[src/rtl/rsam_pkg.sv]
// Shared types and constants for the radial spotlight alpha mask unit.
// No dependencies.
package rsam_pkg;

	localparam int MAP_COLS = 64;
	localparam int MAP_ROWS = 64;

	localparam int POS_W    = 6;
	localparam int CTR_W    = 10;
	localparam int RAD_W    = 9;
	localparam int ALPHA_W  = 8;
	localparam int CFG_IDX_W  = 2;
	localparam int CFG_DATA_W = 10;

	localparam int SPAN_W   = 12;
	localparam int DIFF_W   = 11;
	localparam int PROD_W   = 2 * DIFF_W;
	localparam int SQ_W     = 18;
	localparam int LEN_W    = SQ_W + 1;
	localparam int NUM_W    = LEN_W + 8;
	localparam int DIV_STEPS = 9;

	localparam logic [ALPHA_W-1:0] ALPHA_DARK = 8'd255;

	typedef enum logic [CFG_IDX_W-1:0] {
		REG_CENTER_COL = 2'd0,
		REG_CENTER_ROW = 2'd1,
		REG_RADIUS     = 2'd2
	} cfg_reg_t;

endpackage

[src/rtl/radial_spotlight_alpha_mask_unit.sv]
// Radial spotlight alpha mask: one item per clock while the output is not stalled. The
// result passes through four arithmetic stages, a nine-stage
// restoring divider that forms (distance squared * 255) / radius squared one quotient bit
// per stage, and the output register. A stalled output freezes the whole pipeline.
// Depends on rsam_pkg.
module radial_spotlight_alpha_mask_unit (
	input  logic                                clk,
	input  logic                                arst_n,
	input  logic                                cfg_we,
	input  logic [rsam_pkg::CFG_IDX_W-1:0]      cfg_index,
	input  logic [rsam_pkg::CFG_DATA_W-1:0]     cfg_data,
	input  logic                                in_valid,
	output logic                                in_stall,
	input  logic [rsam_pkg::POS_W-1:0]          col,
	input  logic [rsam_pkg::POS_W-1:0]          row,
	output logic                                out_valid,
	input  logic                                out_stall,
	output logic [rsam_pkg::ALPHA_W-1:0]        alpha
);
	import rsam_pkg::*;

	logic signed [CTR_W-1:0] center_col_q;
	logic signed [CTR_W-1:0] center_row_q;
	logic        [RAD_W-1:0] radius_q;

	logic advance;

	logic signed [SPAN_W-1:0] c_col, c_row, r_ext, p_col, p_row;
	logic signed [SPAN_W-1:0] col_lo, col_hi, row_lo, row_hi;
	logic signed [SPAN_W-1:0] dx_full, dy_full;
	logic                     lit_in;

	logic                     vld_s1, lit_s1;
	logic signed [DIFF_W-1:0] dx_s1, dy_s1;

	logic                     vld_s2, lit_s2;
	logic        [SQ_W-1:0]   dx2_s2, dy2_s2, den_s2;
	logic signed [PROD_W-1:0] dx_prod, dy_prod;
	logic        [2*RAD_W-1:0] den_prod;

	logic                     vld_s3, lit_s3;
	logic        [LEN_W-1:0]  len_s3;
	logic        [SQ_W-1:0]   den_s3;

	logic                     vld_s4, lit_s4;
	logic        [NUM_W-1:0]  num_s4;
	logic        [SQ_W-1:0]   den_s4;

	// divider stages s5 to s13
	logic                     dv_vld_s [DIV_STEPS];
	logic                     dv_lit_s [DIV_STEPS];
	logic        [NUM_W-1:0]  dv_rem_s [DIV_STEPS];
	logic        [SQ_W-1:0]   dv_den_s [DIV_STEPS];
	logic        [DIV_STEPS-1:0] dv_quo_s [DIV_STEPS];

	logic        [NUM_W-1:0]  stg_rem  [DIV_STEPS];
	logic        [SQ_W-1:0]   stg_den  [DIV_STEPS];
	logic        [DIV_STEPS-1:0] stg_quo [DIV_STEPS];
	logic        [NUM_W-1:0]  stg_dsh  [DIV_STEPS];
	logic                     stg_ge   [DIV_STEPS];

	logic                     vld_s14;
	logic        [ALPHA_W-1:0] alpha_s14;
	logic        [DIV_STEPS-1:0] quo_fin;

	always_ff @(posedge clk or negedge arst_n) begin
		if (!arst_n) begin
			center_col_q <= '0;
			center_row_q <= '0;
			radius_q     <= '0;
		end else if (cfg_we) begin
			case (cfg_reg_t'(cfg_index))
				REG_CENTER_COL: center_col_q <= cfg_data;
				REG_CENTER_ROW: center_row_q <= cfg_data;
				REG_RADIUS:     radius_q     <= cfg_data[RAD_W-1:0];
				default: ;
			endcase
		end
	end

	assign advance  = !(vld_s14 && out_stall);
	assign in_stall = vld_s14 && out_stall;

	// stage 1: offsets and square test
	always_comb begin
		c_col  = SPAN_W'(center_col_q);
		c_row  = SPAN_W'(center_row_q);
		r_ext  = $signed({{(SPAN_W-RAD_W){1'b0}}, radius_q});
		p_col  = $signed({{(SPAN_W-POS_W){1'b0}}, col});
		p_row  = $signed({{(SPAN_W-POS_W){1'b0}}, row});
		col_lo = c_col - r_ext;
		col_hi = c_col + r_ext;
		row_lo = c_row - r_ext;
		row_hi = c_row + r_ext;
		dx_full = c_col - p_col;
		dy_full = c_row - p_row;
		lit_in = (radius_q != '0) && (int'(col) < MAP_COLS) && (int'(row) < MAP_ROWS)
			&& (p_col >= col_lo) && (p_col < col_hi)
			&& (p_row >= row_lo) && (p_row < row_hi);
	end

	always_comb begin
		dx_prod  = dx_s1 * dx_s1;
		dy_prod  = dy_s1 * dy_s1;
		den_prod = radius_q * radius_q;
	end

	// divider steps: restoring, one quotient bit per stage, most significant first
	always_comb begin
		stg_rem[0] = num_s4;
		stg_den[0] = den_s4;
		stg_quo[0] = '0;
		for (int j = 1; j < DIV_STEPS; j++) begin
			stg_rem[j] = dv_rem_s[j-1];
			stg_den[j] = dv_den_s[j-1];
			stg_quo[j] = dv_quo_s[j-1];
		end
		for (int j = 0; j < DIV_STEPS; j++) begin
			stg_dsh[j] = NUM_W'(stg_den[j]) << (DIV_STEPS - 1 - j);
			stg_ge[j]  = stg_rem[j] >= stg_dsh[j];
		end
	end

	assign quo_fin = dv_quo_s[DIV_STEPS-1];

	always_ff @(posedge clk or negedge arst_n) begin
		if (!arst_n) begin
			vld_s1  <= 1'b0;
			vld_s2  <= 1'b0;
			vld_s3  <= 1'b0;
			vld_s4  <= 1'b0;
			vld_s14 <= 1'b0;
			for (int j = 0; j < DIV_STEPS; j++) begin
				dv_vld_s[j] <= 1'b0;
			end
		end else if (advance) begin
			vld_s1 <= in_valid;
			vld_s2 <= vld_s1;
			vld_s3 <= vld_s2;
			vld_s4 <= vld_s3;
			dv_vld_s[0] <= vld_s4;
			for (int j = 1; j < DIV_STEPS; j++) begin
				dv_vld_s[j] <= dv_vld_s[j-1];
			end
			vld_s14 <= dv_vld_s[DIV_STEPS-1];
		end
	end

	always_ff @(posedge clk) begin
		if (advance) begin
			lit_s1 <= lit_in;
			dx_s1  <= dx_full[DIFF_W-1:0];
			dy_s1  <= dy_full[DIFF_W-1:0];

			lit_s2 <= lit_s1;
			dx2_s2 <= dx_prod[SQ_W-1:0];
			dy2_s2 <= dy_prod[SQ_W-1:0];
			den_s2 <= den_prod;

			lit_s3 <= lit_s2;
			len_s3 <= {1'b0, dx2_s2} + {1'b0, dy2_s2};
			den_s3 <= den_s2;

			lit_s4 <= lit_s3;
			num_s4 <= {len_s3, 8'd0} - {8'd0, len_s3};
			den_s4 <= den_s3;

			dv_lit_s[0] <= lit_s4;
			for (int j = 1; j < DIV_STEPS; j++) begin
				dv_lit_s[j] <= dv_lit_s[j-1];
			end
			for (int j = 0; j < DIV_STEPS; j++) begin
				dv_rem_s[j] <= stg_ge[j] ? stg_rem[j] - stg_dsh[j] : stg_rem[j];
				dv_den_s[j] <= stg_den[j];
				dv_quo_s[j] <= {stg_quo[j][DIV_STEPS-2:0], stg_ge[j]};
			end

			if (dv_lit_s[DIV_STEPS-1] && !quo_fin[DIV_STEPS-1]) begin
				alpha_s14 <= quo_fin[ALPHA_W-1:0];
			end else begin
				alpha_s14 <= ALPHA_DARK;
			end
		end
	end

	assign out_valid = vld_s14;
	assign alpha     = alpha_s14;

endmodule

[config.mk]
export PLATFORM = sky130hd
export DESIGN_NAME = radial_spotlight_alpha_mask_unit
export DESIGN_NICKNAME = d
export VERILOG_FILES = /design/src/rtl/rsam_pkg.sv /design/src/rtl/radial_spotlight_alpha_mask_unit.sv
export SDC_FILE = /design/constraint.sdc
export NUM_CORES = 2
export LEC_CHECK = 0
export BUFFER_PORTS_ARGS = -buffer_cell sky130_fd_sc_hd__buf_2
export CAP_MARGIN = 20
export CORE_AREA = 2 2 257 259
export DETAILED_ROUTE_END_ITERATION = 10
export DIE_AREA = 0 0 259 261
export PLACE_DENSITY = 0.89
export RECOVER_POWER = 100
export SYNTH_ARGS = -nofsm -noshare
export SYNTH_HDL_FRONTEND = slang
export SYNTH_SLANG_ARGS = --single-unit
[constraint.sdc]
create_clock -name clk -period 22.4 [get_ports clk]
set_input_delay 2.24 -clock clk [delete_from_list [all_inputs] [get_ports clk]]
set_output_delay 2.24 -clock clk [all_outputs]
set_load 0.1 [all_outputs]
==> flow_metrics.tcl <==
set metrics [dict create \
    status "finished with violations" \
    violations "capacitance limit, slew limit" \
    crit_slowest_cell "clkbuf_1" \
    maxSlewHeadroom_pct -523 \
    critPathKind "input pin to register" \
    fin_skew_ps 25.1 \
    setup-tns-final_ps 0 \
    grtUsageTotal_pct 25.6 \
    critPathBufInv 2 \
    min_path_type "register to register" \
    vias_per_cell 5.80 \
    fmax_ghz 0.0884 \
    diodes 0 \
    tightest_slew_ps 9350 \
    dr.pass1.iters 6 \
    fillers 4486 \
    cts_sinks 614 \
    yosysTopAreaCellShare_pct 41.1 \
    wire_per_inst_um 18.0 \
    syn2layout_area_growth_pct 7.15 \
    h-tree-depth 3 \
    synthCells 3778 \
    vias 27500 \
    worst_skew_pair.late_latency_ps 610 \
    dieHeight_um 261 \
    holdCritStartpoint "dv_quo_s[0][57]$_DFFE_PN_" \
    timing.final.crit_period_ps 11310 \
    ctsHoldBuffers 0 \
    core_area_sq_mm 0.0650 \
    start_util_pct 64.1 \
    fp.dieW_um 259 \
    synth_nets 4384 \
    synthMuxAreaShare_pct 2.63 \
    synth-seq-cells 614 \
    antenna_found_initial 1 \
    synth_warnings 0 \
    port_buffers 38 \
    grt_overflow 0 \
    ant_nets 0 \
    synth-seq-area-share_pct 43.7 \
    synth_top_family_by_area "adder cells" \
    cts_root_buffer "clkbuf_16" \
    synthSimpleGateAreaFrac_pct 10.6 \
    synth_flop_cell "edfxtp_1" \
    r2r_cells 2 \
    place.gp.congestion 0.953 \
    ctsLongestPathBuffers 3 \
    synth_cell_types 91 \
    grt_max_degree 186 \
    setup_viol 0 \
    ctsResizeCount 0 \
    synthXorXnorAreaFrac_pct 5.75 \
    grt_setup_unrepaired "no" \
    finalInstanceArea_sq_mm 0.0447 \
    regToRegStartpoint "out_valid$_DFFE_PN0N_" \
    num_io_pins 39 \
    hold_viol 0 \
    synth_compound_gate_area_share_pct 10.2 \
    startpoint_type "input pin" \
    async_reset_ff_share_pct 7.00 \
    netlist_top_cells_area "edfxtp_1 (41%), ha_1 (11%), fa_1 (9.7%)" \
    path_cells "buf_2, nand2_1, clkbuf_1" \
    cp.arrival_ps 11230 \
    route.detailed.drc 0 \
    routed_wl_um 85300 \
    cts_tree "done" \
    grt_pass1_vias 28700 \
    drive_gt1_share_pct 5.80 \
    synth.avg_cell_area_sq_um 11.0 \
    reg2reg_slack_ps 12430 \
    maxCapViolCount 7 \
    cp.required_ps 22320 \
    dpl.hpwl_um 64200 \
    slew_violations 484 \
    whs_ps 412 \
    endpoint_kind "register" \
    drt_iter0_drc 1840 \
    clk_pin_slew_ps 60 \
    max_stage_delay_ps 6610 \
    dieArea_sq_mm 0.0676 \
    cts_buffers 66 \
    synthAdderAreaFrac_pct 21.0 \
    placed_cell_area_sq_mm 0.0429 \
    crit_family "buffers and inverters" \
    crit_fanout 185 \
    grt_pass1_wl_um 138000 \
    period_share_pct 50.5 \
    synth_enable_flop_cells 571 \
    fin_nets 4443 \
    rows 94 \
    cts_setup_buffers 0 \
    syn-cell-area_sq_mm 0.0417 \
    r2r-end "dv_quo_s[0][37]$_DFFE_PN_" \
    yosysTopAreaCell "edfxtp_1" \
    holdPathStages 0 \
    min_to "dv_quo_s[0][67]$_DFFE_PN_" \
]
-- worst max-delay path by stage --
stage / start / to / slack, ps / depth (start not counted)
floorplan: out_stall / in_stall / 6960 / 3
global placement: out_stall / dv_den_s[0][106]$_DFFE_PN_ / 16420 / 5
detailed placement: out_stall / dv_den_s[0][106]$_DFFE_PN_ / 16310 / 5
CTS: out_stall / in_stall / 16500 / 4
global route: out_stall / dv_quo_s[0][57]$_DFFE_PN_ / 10210 / 3
finish: out_stall / dv_quo_s[0][37]$_DFFE_PN_ / 11090 / 3
-- layout make-up --
cell class | count | area (sq um) | area share [%]
multi-input combinational | 2486 | 20800 | 46.6
sequential | 614 | 18200 | 40.8
inverter | 615 | 2310 | 5.16
clock buffer | 78 | 1750 | 3.91
tap | 864 | 1080 | 2.42
clock inverter | 35 | 273 | 0.610
timing repair buffer | 54 | 244 | 0.546
-- synthesized netlist by cell type, types with 8 or more instances --
| cell | n |
|---|---|
| mux2_4 | 8 |
| inv_1 | 610 |
| nor4_1 | 20 |
| o31ai_1 | 18 |
| nand4_1 | 23 |
| edfxtp_1 | 571 |
| nor4b_1 | 9 |
| dfrtp_1 | 43 |
| nand3_1 | 50 |
| nand2b_1 | 54 |
| a31oi_1 | 15 |
| nor2b_1 | 52 |
| o21a_1 | 38 |
| a21oi_1 | 196 |
| nand2_1 | 225 |
| clkbuf_1 | 48 |
| fa_1 | 203 |
| xnor2_1 | 183 |
| mux2i_1 | 12 |
| o21bai_1 | 18 |
| nor3_1 | 64 |
| o21ai_0 | 148 |
| nor2_1 | 213 |
| buf_2 | 8 |
| ha_1 | 374 |
| a21boi_0 | 11 |
| or3_1 | 25 |
| o41ai_1 | 10 |
| and2_1 | 62 |
| nand3b_1 | 8 |
| a21o_1 | 76 |
| or2_2 | 13 |
| mux2_2 | 76 |
| a211oi_1 | 21 |
| a31o_2 | 11 |
| xor2_1 | 91 |
| and3_1 | 27 |
| o211ai_1 | 11 |
-- per-stage QoR --
stage | std cells | setup slack, ps | utilization, %
after CTS | 4745 | 16500 | 69.0
after detailed placement | 4632 | 16310 | 65.9
after floorplan | 3778 | 6960 | -
after global routing | 4746 | 10210 | 68.7
final | 4746 | 11090 | 68.7
after global placement | 4632 | 16420 | 65.9
-- cell families after synthesis --
family,after synthesis
flops,614
buf+inv,678
compound gates,657
mux,96
simple gates,882
xor+xnor,274
fa+ha+maj,577
-- flip-flops by register name, summed over array words and instances, names as in the netlist, 8 cells and up --
name	flops
radius_q	9
dx_s1	11
alpha	8
den_s3	17
dy2_s2	17
len_s3	19
center_row_q	10
dv_quo_s	45
dx2_s2	17
dv_lit_s	9
dv_rem_s	216
center_col_q	10
num_s4	27
den_s4	17
dv_vld_s	9
dv_den_s	136
dy_s1	11
den_s2	17
-- cells in the final DEF, fill, tap and decap left out, drive strengths merged, types with 55 or more instances in the layout --
cell type    n
nor3        64
clkbuf     111
xnor2      183
and2        62
inv        614
a21oi      196
nand2      225
a21o        76
o21ai      154
ha         374
fa         203
mux2        84
edfxtp     571
xor2        91
nor2       213
nand2b      55
-- worst register-to-register path: stages, from the launching register on --
cell      delay [ps]
dfrtp_1          400
nand2_1         1960
clkbuf_1        6660
-- routing by layer --
layer	part of all wire, %	vias up	GRT usage (%)
met5	0.014	-	0
met4	7.5	2	17.8
met3	3.6	317	3.55
met2	54	776	49.5
met1	35	13300	25.2
li1	-	13200	-
Power is not shown: default switching activity piles up to over one toggle a cycle in this logic, so the estimate is an artifact.
